<file path="src/hw/rtl/trb_pkg.sv">
// Shared types and constants of the trace ring buffer.
`default_nettype none
package trb_pkg;

    localparam int SEQ_W = 32;
    localparam int POS_W = 10;
    localparam int CNT_W = 11;
    localparam logic [SEQ_W-1:0] SEQ_NIL = '0;
    localparam logic [SEQ_W-1:0] SEQ_LAST = '1;
    localparam logic [CNT_W-1:0] CNT_MAX = '1;
    localparam logic [31:0] POS_MAX = 32'd1023;

    typedef enum logic [2:0] {
        ACT_CLEAR  = 3'd0,
        ACT_APPEND = 3'd1,
        ACT_AT     = 3'd2,
        ACT_POS    = 3'd3,
        ACT_TSC    = 3'd4,
        ACT_CTR    = 3'd5,
        ACT_COUNT  = 3'd6
    } t_action;

    localparam logic [1:0] ST_OK        = 2'd0;
    localparam logic [1:0] ST_NOT_FOUND = 2'd1;
    localparam logic [1:0] ST_HIDDEN    = 2'd2;
    localparam logic [1:0] ST_EXHAUSTED = 2'd3;

    typedef struct packed {
        logic load;
        logic append;
        logic sweep_start;
        logic clear_step;
        logic set_ok;
        logic count_step;
        logic pre_read;
        logic pre_check;
        logic walk_start;
        logic walk_step;
    } t_cmd;

    typedef struct packed {
        logic sweep_end;
        logic count_end;
        logic pre_go;
        logic walk_end;
    } t_sts;

endpackage
`default_nettype wire

</file>
<file path="src/hw/rtl/trb_ctrl.sv">
// Controller state machine of the trace ring buffer.
`default_nettype none
module trb_ctrl import trb_pkg::*; (
    input  wire logic       i_clk,
    input  wire logic       i_rst_n,
    input  wire logic       i_in_valid,
    output logic            o_in_ready,
    output logic            o_out_valid,
    input  wire logic       i_out_ready,
    input  wire logic [2:0] i_action,
    output t_cmd            o_cmd,
    input  wire t_sts       i_sts
);
    typedef enum logic [2:0] {
        S_CLEAR,
        S_IDLE,
        S_COUNT,
        S_PRE,
        S_CHK,
        S_WALK,
        S_RESP
    } t_state;

    t_state r_state;
    t_state n_state;
    logic   r_clr_resp;
    logic   accept;

    assign o_in_ready  = (r_state == S_IDLE);
    assign o_out_valid = (r_state == S_RESP);
    assign accept      = i_in_valid && (r_state == S_IDLE);

    always_comb begin
        o_cmd   = '0;
        n_state = r_state;
        unique case (r_state)
            S_IDLE: begin
                if (accept) begin
                    o_cmd.load = 1'b1;
                    n_state    = S_RESP;
                    unique case (i_action)
                        ACT_CLEAR: begin
                            o_cmd.sweep_start = 1'b1;
                            n_state           = S_CLEAR;
                        end
                        ACT_APPEND: o_cmd.append = 1'b1;
                        ACT_AT, ACT_TSC, ACT_CTR: begin
                            o_cmd.walk_start = 1'b1;
                            n_state          = S_WALK;
                        end
                        ACT_POS: n_state = S_PRE;
                        ACT_COUNT: begin
                            o_cmd.sweep_start = 1'b1;
                            n_state           = S_COUNT;
                        end
                        default: n_state = S_RESP;
                    endcase
                end
            end
            S_CLEAR: begin
                o_cmd.clear_step = 1'b1;
                if (i_sts.sweep_end) begin
                    o_cmd.set_ok = r_clr_resp;
                    n_state      = r_clr_resp ? S_RESP : S_IDLE;
                end
            end
            S_COUNT: begin
                o_cmd.count_step = 1'b1;
                if (i_sts.count_end) begin
                    n_state = S_RESP;
                end
            end
            S_PRE: begin
                o_cmd.pre_read = 1'b1;
                n_state        = S_CHK;
            end
            S_CHK: begin
                o_cmd.pre_check = 1'b1;
                n_state         = i_sts.pre_go ? S_WALK : S_RESP;
            end
            S_WALK: begin
                o_cmd.walk_step = 1'b1;
                if (i_sts.walk_end) begin
                    n_state = S_RESP;
                end
            end
            S_RESP: begin
                if (i_out_ready) begin
                    n_state = S_IDLE;
                end
            end
            default: n_state = S_IDLE;
        endcase
    end

    always_ff @(posedge i_clk) begin
        if (!i_rst_n) begin
            r_state    <= S_CLEAR;
            r_clr_resp <= 1'b0;
        end else begin
            r_state <= n_state;
            if (accept) begin
                r_clr_resp <= 1'b1;
            end
        end
    end
endmodule
`default_nettype wire

</file>
<file path="config.mk">
export PLATFORM = sky130hd
export DESIGN_NAME = trb_ctrl
export DESIGN_NICKNAME = d
export VERILOG_FILES = /design/src/hw/rtl/trb_pkg.sv /design/src/hw/rtl/trb_ctrl.sv
export SDC_FILE = /design/constraint.sdc
export NUM_CORES = 1
export LEC_CHECK = 0
export BUFFER_PORTS_ARGS = -buffer_cell sky130_fd_sc_hd__buf_4
export CAP_MARGIN = 15
export CORE_AREA = 2 2 39 41
export CTS_BUF_LIST = sky130_fd_sc_hd__clkbuf_8 sky130_fd_sc_hd__clkbuf_16
export DETAILED_ROUTE_END_ITERATION = 10
export DIE_AREA = 0 0 41 43
export GPL_TIMING_DRIVEN = 0
export PLACE_DENSITY = 0.62
export SLEW_MARGIN = 30
export SYNTH_ARGS = -nofsm -noshare
export SYNTH_HDL_FRONTEND = slang
export SYNTH_SLANG_ARGS = --single-unit
</file>
<file path="constraint.sdc">
create_clock -name i_clk -period 4.05 [get_ports i_clk]
set_input_delay 0.405 -clock i_clk [delete_from_list [all_inputs] [get_ports i_clk]]
set_output_delay 0.405 -clock i_clk [all_outputs]
set_load 0.03 [all_outputs]
</file>
==> results of run 1 <==
==> kinds of logic after synthesis <==
logic type,after synthesis,synth area share
DFF,4,0.1916
muxes,3,0.1048
and+or+nand+nor,26,0.3413
xor gates and xnor gates,1,0.02096
buffers and inverters,10,0.08981
AOI/OAI and AO/OA,14,0.2515
==> power by group through the flow <==
stage               clock network (mW)  registers (mW)  logic (mW)
floorplan                            0          0.0640       0.217
global placement                     0          0.0673       0.301
detailed placement                   0          0.0677       0.305
CTS                             0.0824          0.0670       0.306
global route                    0.0877          0.0700       0.329
finish                          0.0806          0.0668       0.306
==> flip-flops by register name, summed over array words and instances (netlist names) <==
register,flops
r_clr_resp,1
r_state,3
==> placed cells by master, fill, tap and decap left out, types with 3 or more instances in the layout <==
cell      count
a21oi_1       3
and3_1        4
buf_4        22
clkbuf_1      4
clkbuf_8      3
dfxtp_1       4
inv_1         5
nand2_1       4
nor2_1        6
nor3_1        3
nor3b_1       4
==> worst paths after layout <==
path                              to
max                         o_cmd[8]
min          r_state[2]$_SDFFE_PN0P_
max reg2reg  r_state[2]$_SDFFE_PN0P_
min reg2reg  r_clr_resp$_SDFFE_PN0N_
==> layout make-up <==
type / instances / area (sq um)
tap: 16 / 20.02
inverter: 6 / 22.52
clock buffer: 3 / 41.29
fill: 146 / 739.5
sequential: 4 / 80.08
multi-input combinational: 44 / 300.3
timing repair buffer: 22 / 165.2
buffer: 4 / 15.01
==> layer usage <==
layer	up-vias	track usage	part of all wire
li1	262	-	-
met1	241	0.1903	0.44
met2	14	0.2406	0.51
met3	0	0.04712	0.046
met4	0	0.04000	0
met5	-	0	0
==> stage by stage <==
step / utilization / hold WS, ps / power (mW) / instances
after floorplan: - / 466.3 / 0.2813 / 58
after global placement: 0.4358 / 507.3 / 0.3683 / 96
after detailed placement: 0.4358 / 511.5 / 0.3727 / 96
after CTS: 0.4656 / 451.6 / 0.4551 / 99
after global routing: 0.4656 / 456.5 / 0.4865 / 99
final: 0.4656 / 453.1 / 0.4533 / 99
==> impl_metrics.py, run 1 <==
metrics = {
    "hold_path": {
        "hold_start": "i_rst_n",
        "whs_path_depth": 2,
        "min_path_type": "input port to register",
    },
    "synth": {
        "async_flop_share": 0,
        "yosysMostFrequentCell": "nor2_1",
        "synth_top_area_cell": "dfxtp_1",
        "synth_edf_count": 0,
        "yosysSeqAreaShare": 0.1916,
        "ys.flop_type": "dfxtp_1",
        "syn_area_per_cell_sq_um": 7.205,
        "yosys-top-cells-count": "6 x nor2_1, 5 x inv_1",
        "syn_area_sq_um": 417.9,
        "synth.distinct_cells": 26,
        "yosys.area.top_type_share": 0.1916,
        "synth_nets": 69,
        "ys_ff_latch": 4,
        "netlist_instances": 58,
        "ys_warn_count": 0,
        "synth.area.top_cells": "dfxtp_1 19%, nor3b_1 7.2%, and3_1 6.0%",
    },
    "sta": {
        "final.setup.tns_ps": 0,
        "rsz0062_at_grt": "no",
        "period_minus_slack_ps": 2132,
        "maxSlewViolCount": 0,
        "skew_ps": 2.035,
        "slew_headroom": 0.7295,
        "final_hold_viol_count": 0,
        "worst_pin_slew_ps": 405.7,
        "period_share": 0.5264,
        "max_clock_freq_mhz": 469.0,
        "worst_slack_ps": 1918,
        "finalSetupViolations": 0,
    },
    "grt": {
        "grt_pass1_vias": 434,
        "grt-ovfl-total": 0,
        "grt_pass1_wl_mm": 1.842,
        "grt_max_degree": 11,
        "antenna_found_initial": 0,
        "grt_usage": 0.1518,
    },
    "layout": {
        "diodes": 0,
        "area_growth_pct": 54.19,
        "final_nets": 96,
        "drive_gt1_frac": 0.3373,
        "fin_area_sq_um": 644.4,
    },
    "critical_path": {
        "r2r_cells": 5,
        "critPathMaxStageDelay_ps": 290,
        "critPathTopFamily": "simple AND/OR/NAND/NOR gates",
        "crit_path_end_kind": "output pin",
        "cp_max_fo": 8,
        "rrSetupSlack_ps": 2460,
        "cp_cell_sequence": "clkbuf_1 > nor2_1 > nand2_1 > inv_2 > nand2_1 > nor3_1 > buf_4",
        "arrival_ps": 1730,
        "path_common_cell": "nand2_1",
        "critPathRequiredTime_ps": 3640,
        "setup.worst_path.start": "r_state[2]$_SDFFE_PN0P_",
        "r2r_start": "r_state[2]$_SDFFE_PN0P_",
        "cp.buffers_inverters": 3,
        "cpMaxStageDelayCell": "dfxtp_1",
        "critPathKind": "register to output pin",
        "start_kind": "register",
        "path_depth": 7,
    },
    "drt": {
        "wl_mm": 1.198,
        "ant_nets": 0,
        "vias_per_cell": 5.222,
        "firstDrtPassIters": 2,
        "drc_errors": 0,
        "vias": 517,
        "drt_iter0_markers": 8,
        "post_drt_wl_per_cell_um": 12.10,
    },
    "clock_tree": {
        "clock_sink_count": 4,
        "cts_setup_buffers": 0,
        "cts_tree": "built",
        "cts_resized": 0,
        "cts_hold_buf": 0,
        "cts_buffers": 3,
        "clk_latency_ps": 210,
        "htreeDepth": 1,
        "cts_buffer_depth": 2,
        "root_buffer": "clkbuf_8",
        "clk_pin_slew_ps": 30,
    },
    "pwr": {
        "seqPwrFrac": 0.147,
        "p_int_mw": 0.2425,
        "peakVddDrop_mv": 0.3164,
        "p_comb_frac": 0.675,
        "power_switching_share": 0.4650,
        "p_sw_mw": 0.2108,
        "p_leak_nw": 0.3103,
        "power_frac_clock": 0.178,
        "p_per_area_nw_per_um2": 703.5,
    },
    "placement": {
        "port_buffers": 22,
        "hpwl_um": 967.6,
        "dpl_cell_area_sq_um": 603.1,
        "gp_congestion": 0.6768,
        "preCtsSetupSlack_ps": 2151,
    },
    "run_status": {
        "run_status": "complete, no violations",
    },
    "floorplan": {
        "die_h_um": 43,
        "placementRows": 14,
        "die_area_sq_um": 1763,
        "die_x_um": 41,
        "pin_count": 23,
        "core_sq_um": 1384,
        "start_util": 0.3020,
    },
    "job": {
        "maxCapViolCount": 0,
    },
}
Power figures use the tool's default switching activity.
==> run 2: changes to the inputs <==
PLACE_DENSITY = 0.64   (was 0.62)
clock period = 1.8 ns   (was 4.05 ns; I/O delays follow)
==> run 2 against run 1 <==
Compared with the run above: critical path depth unchanged; sequential power rose to 2.6 times the previous value; total power up 140%; via count down 0.77%; largest power group unchanged; cell area up 4.7%; final cell count up 2.0%; register-to-register slack worse by 2200 ps; wire length down 5.9%.
==> impl_metrics.py, run 2 (synthesized netlist as in run 1, its figures left out) <==
metrics = {
    "run_status": {
        "run_status": "complete, no violations",
    },
    "critical_path": {
        "cp_cell_sequence": "clkbuf_2 > nor2_2 > nand2_1 > inv_2 > nand2_1 > nor3_2 > buf_4",
        "arrival_ps": 1520,
        "cp.buffers_inverters": 3,
        "critPathTopFamily": "simple AND/OR/NAND/NOR gates",
        "path_common_cell": "nand2_1",
        "critPathRequiredTime_ps": 1620,
        "crit_path_end_kind": "output pin",
        "cp_max_fo": 8,
        "critPathKind": "register to output pin",
        "cpMaxStageDelayCell": "dfxtp_1",
        "critPathMaxStageDelay_ps": 290,
        "start_kind": "register",
    },
    "clock_tree": {
        "cts_tree": "built",
        "root_buffer": "clkbuf_8",
        "cts_hold_buf": 0,
        "clk_latency_ps": 210,
        "htreeDepth": 1,
        "clk_pin_slew_ps": 30,
        "clock_sink_count": 4,
        "cts_buffer_depth": 2,
        "cts_buffers": 3,
    },
    "layout": {
        "final_nets": 98,
        "layout_commonest_cell": "buf_4",
        "fin_area_sq_um": 674.4,
        "multi_input_area_sq_um": 307.8,
        "final_cell_mix": "25 x buf_4, 5 x inv_1, 5 x nor2_1",
        "area_growth_pct": 61.38,
        "regMostFlops": "r_state",
        "largest_registers": "r_state x3, r_clr_resp x1",
        "largest_reg_flops": 3,
        "seqCellArea_sq_um": 81.33,
        "nFillCells": 134,
        "final_util": 0.4873,
        "diodes": 0,
        "drive_gt1_frac": 0.4235,
    },
    "sta": {
        "maxSlewViolCount": 0,
        "worst_pin_slew_ps": 423.0,
        "skew_ps": 2.527,
        "final_hold_viol_count": 0,
        "period_share": 0.9436,
        "finalSetupViolations": 0,
        "hold-worst-slack_ps": 222.1,
        "slew_headroom": 0.7180,
        "max_clock_freq_mhz": 588.8,
        "period_minus_slack_ps": 1698,
        "rsz0062_at_grt": "no",
    },
    "drt": {
        "vias_per_cell": 5.079,
        "route.met2.wl_um": 566,
        "post_drt_wl_per_cell_um": 11.16,
        "firstDrtPassIters": 4,
        "vias": 513,
        "wl_mm": 1.127,
        "drc_errors": 0,
        "wl_met3_um": 62,
        "highest_layer": "met3",
        "wl_met1_um": 498,
        "drt_iter0_markers": 14,
        "ant_nets": 0,
    },
    "job": {
        "maxCapViolCount": 0,
    },
    "grt": {
        "grt_pass1_vias": 435,
        "grt_pass1_wl_mm": 1.787,
        "antenna_found_initial": 0,
        "grt_max_degree": 15,
        "grt-ovfl-total": 0,
        "grt_usage": 0.1439,
    },
    "floorplan": {
        "placementRows": 14,
        "die_x_um": 41,
        "start_util": 0.3020,
        "die_area_sq_um": 1763,
        "pin_count": 23,
        "core_sq_um": 1384,
        "die_h_um": 43,
    },
    "placement": {
        "port_buffers": 22,
        "dpl_cell_area_sq_um": 608.1,
        "gp_congestion": 0.7831,
        "hpwl_um": 877.2,
    },
    "pwr": {
        "p_leak_nw": 0.3305,
        "p_per_area_nw_per_um2": 1609,
        "peakVddDrop_mv": 0.7134,
        "p_total_mw": 1.085,
    },
    "hold_path": {
        "min_path_type": "input port to register",
    },
}
-- run 2: worst paths after layout --
| check | from | endpoint | slack [ps] | cells past startpoint |
|---|---|---|---|---|
| setup / recovery | r_state[2]$_SDFFE_PN0P_ | o_cmd[8] | 100 | 7 |
| hold / removal | i_rst_n | r_state[1]$_SDFFE_PN0P_ | 220 | 2 |
| setup reg to reg | r_state[0]$_SDFFE_PN0P_ | r_state[1]$_SDFFE_PN0P_ | 270 | 4 |
| hold reg to reg | r_clr_resp$_SDFFE_PN0N_ | r_clr_resp$_SDFFE_PN0N_ | 510 | 2 |
-- run 2: repair_timing --
action,4_1_cts,5_1_grt
resized for setup,1,5
pin swaps,0,1
setup buffers,0,3
setup endpoints to repair,1,7
-- run 2: layout make-up --
type / instances / share of cell area
Multi-Input combinational cell: 44 / 0.4564
Sequential cell: 4 / 0.1206
Timing Repair Buffer: 25 / 0.2783
Inverter: 6 / 0.03340
Buffer: 3 / 0.02041
Tap cell: 16 / 0.02968
Clock buffer: 3 / 0.06122
-- run 2: layer usage --
layer / vias up / track usage
li1: 267 / -
met1: 234 / 0.1942
met4: 0 / 0.06000
met3: 0 / 0.03141
met2: 12 / 0.2125
met5: - / 0
-- run 2: metrics by stage --
stage / TNS [ps] / setup slack (ps) / cells
6_report: 0 / 101.6 / 101
5_1_grt: 0 / 0.6319 / 101
4_1_cts: 0 / 8.887 / 98
3_5_place_dp: 0 / 186.2 / 96
3_3_place_gp: 0 / 180.9 / 96
2_1_floorplan: -144.4 / -144.4 / 58
-- run 2: power breakdown --
part           total, mW  switching [mW]  internal (mW)
sequential         0.171          0.0468          0.124
clock              0.184          0.0416          0.142
combinational      0.730           0.392          0.338
total               1.09           0.480          0.605
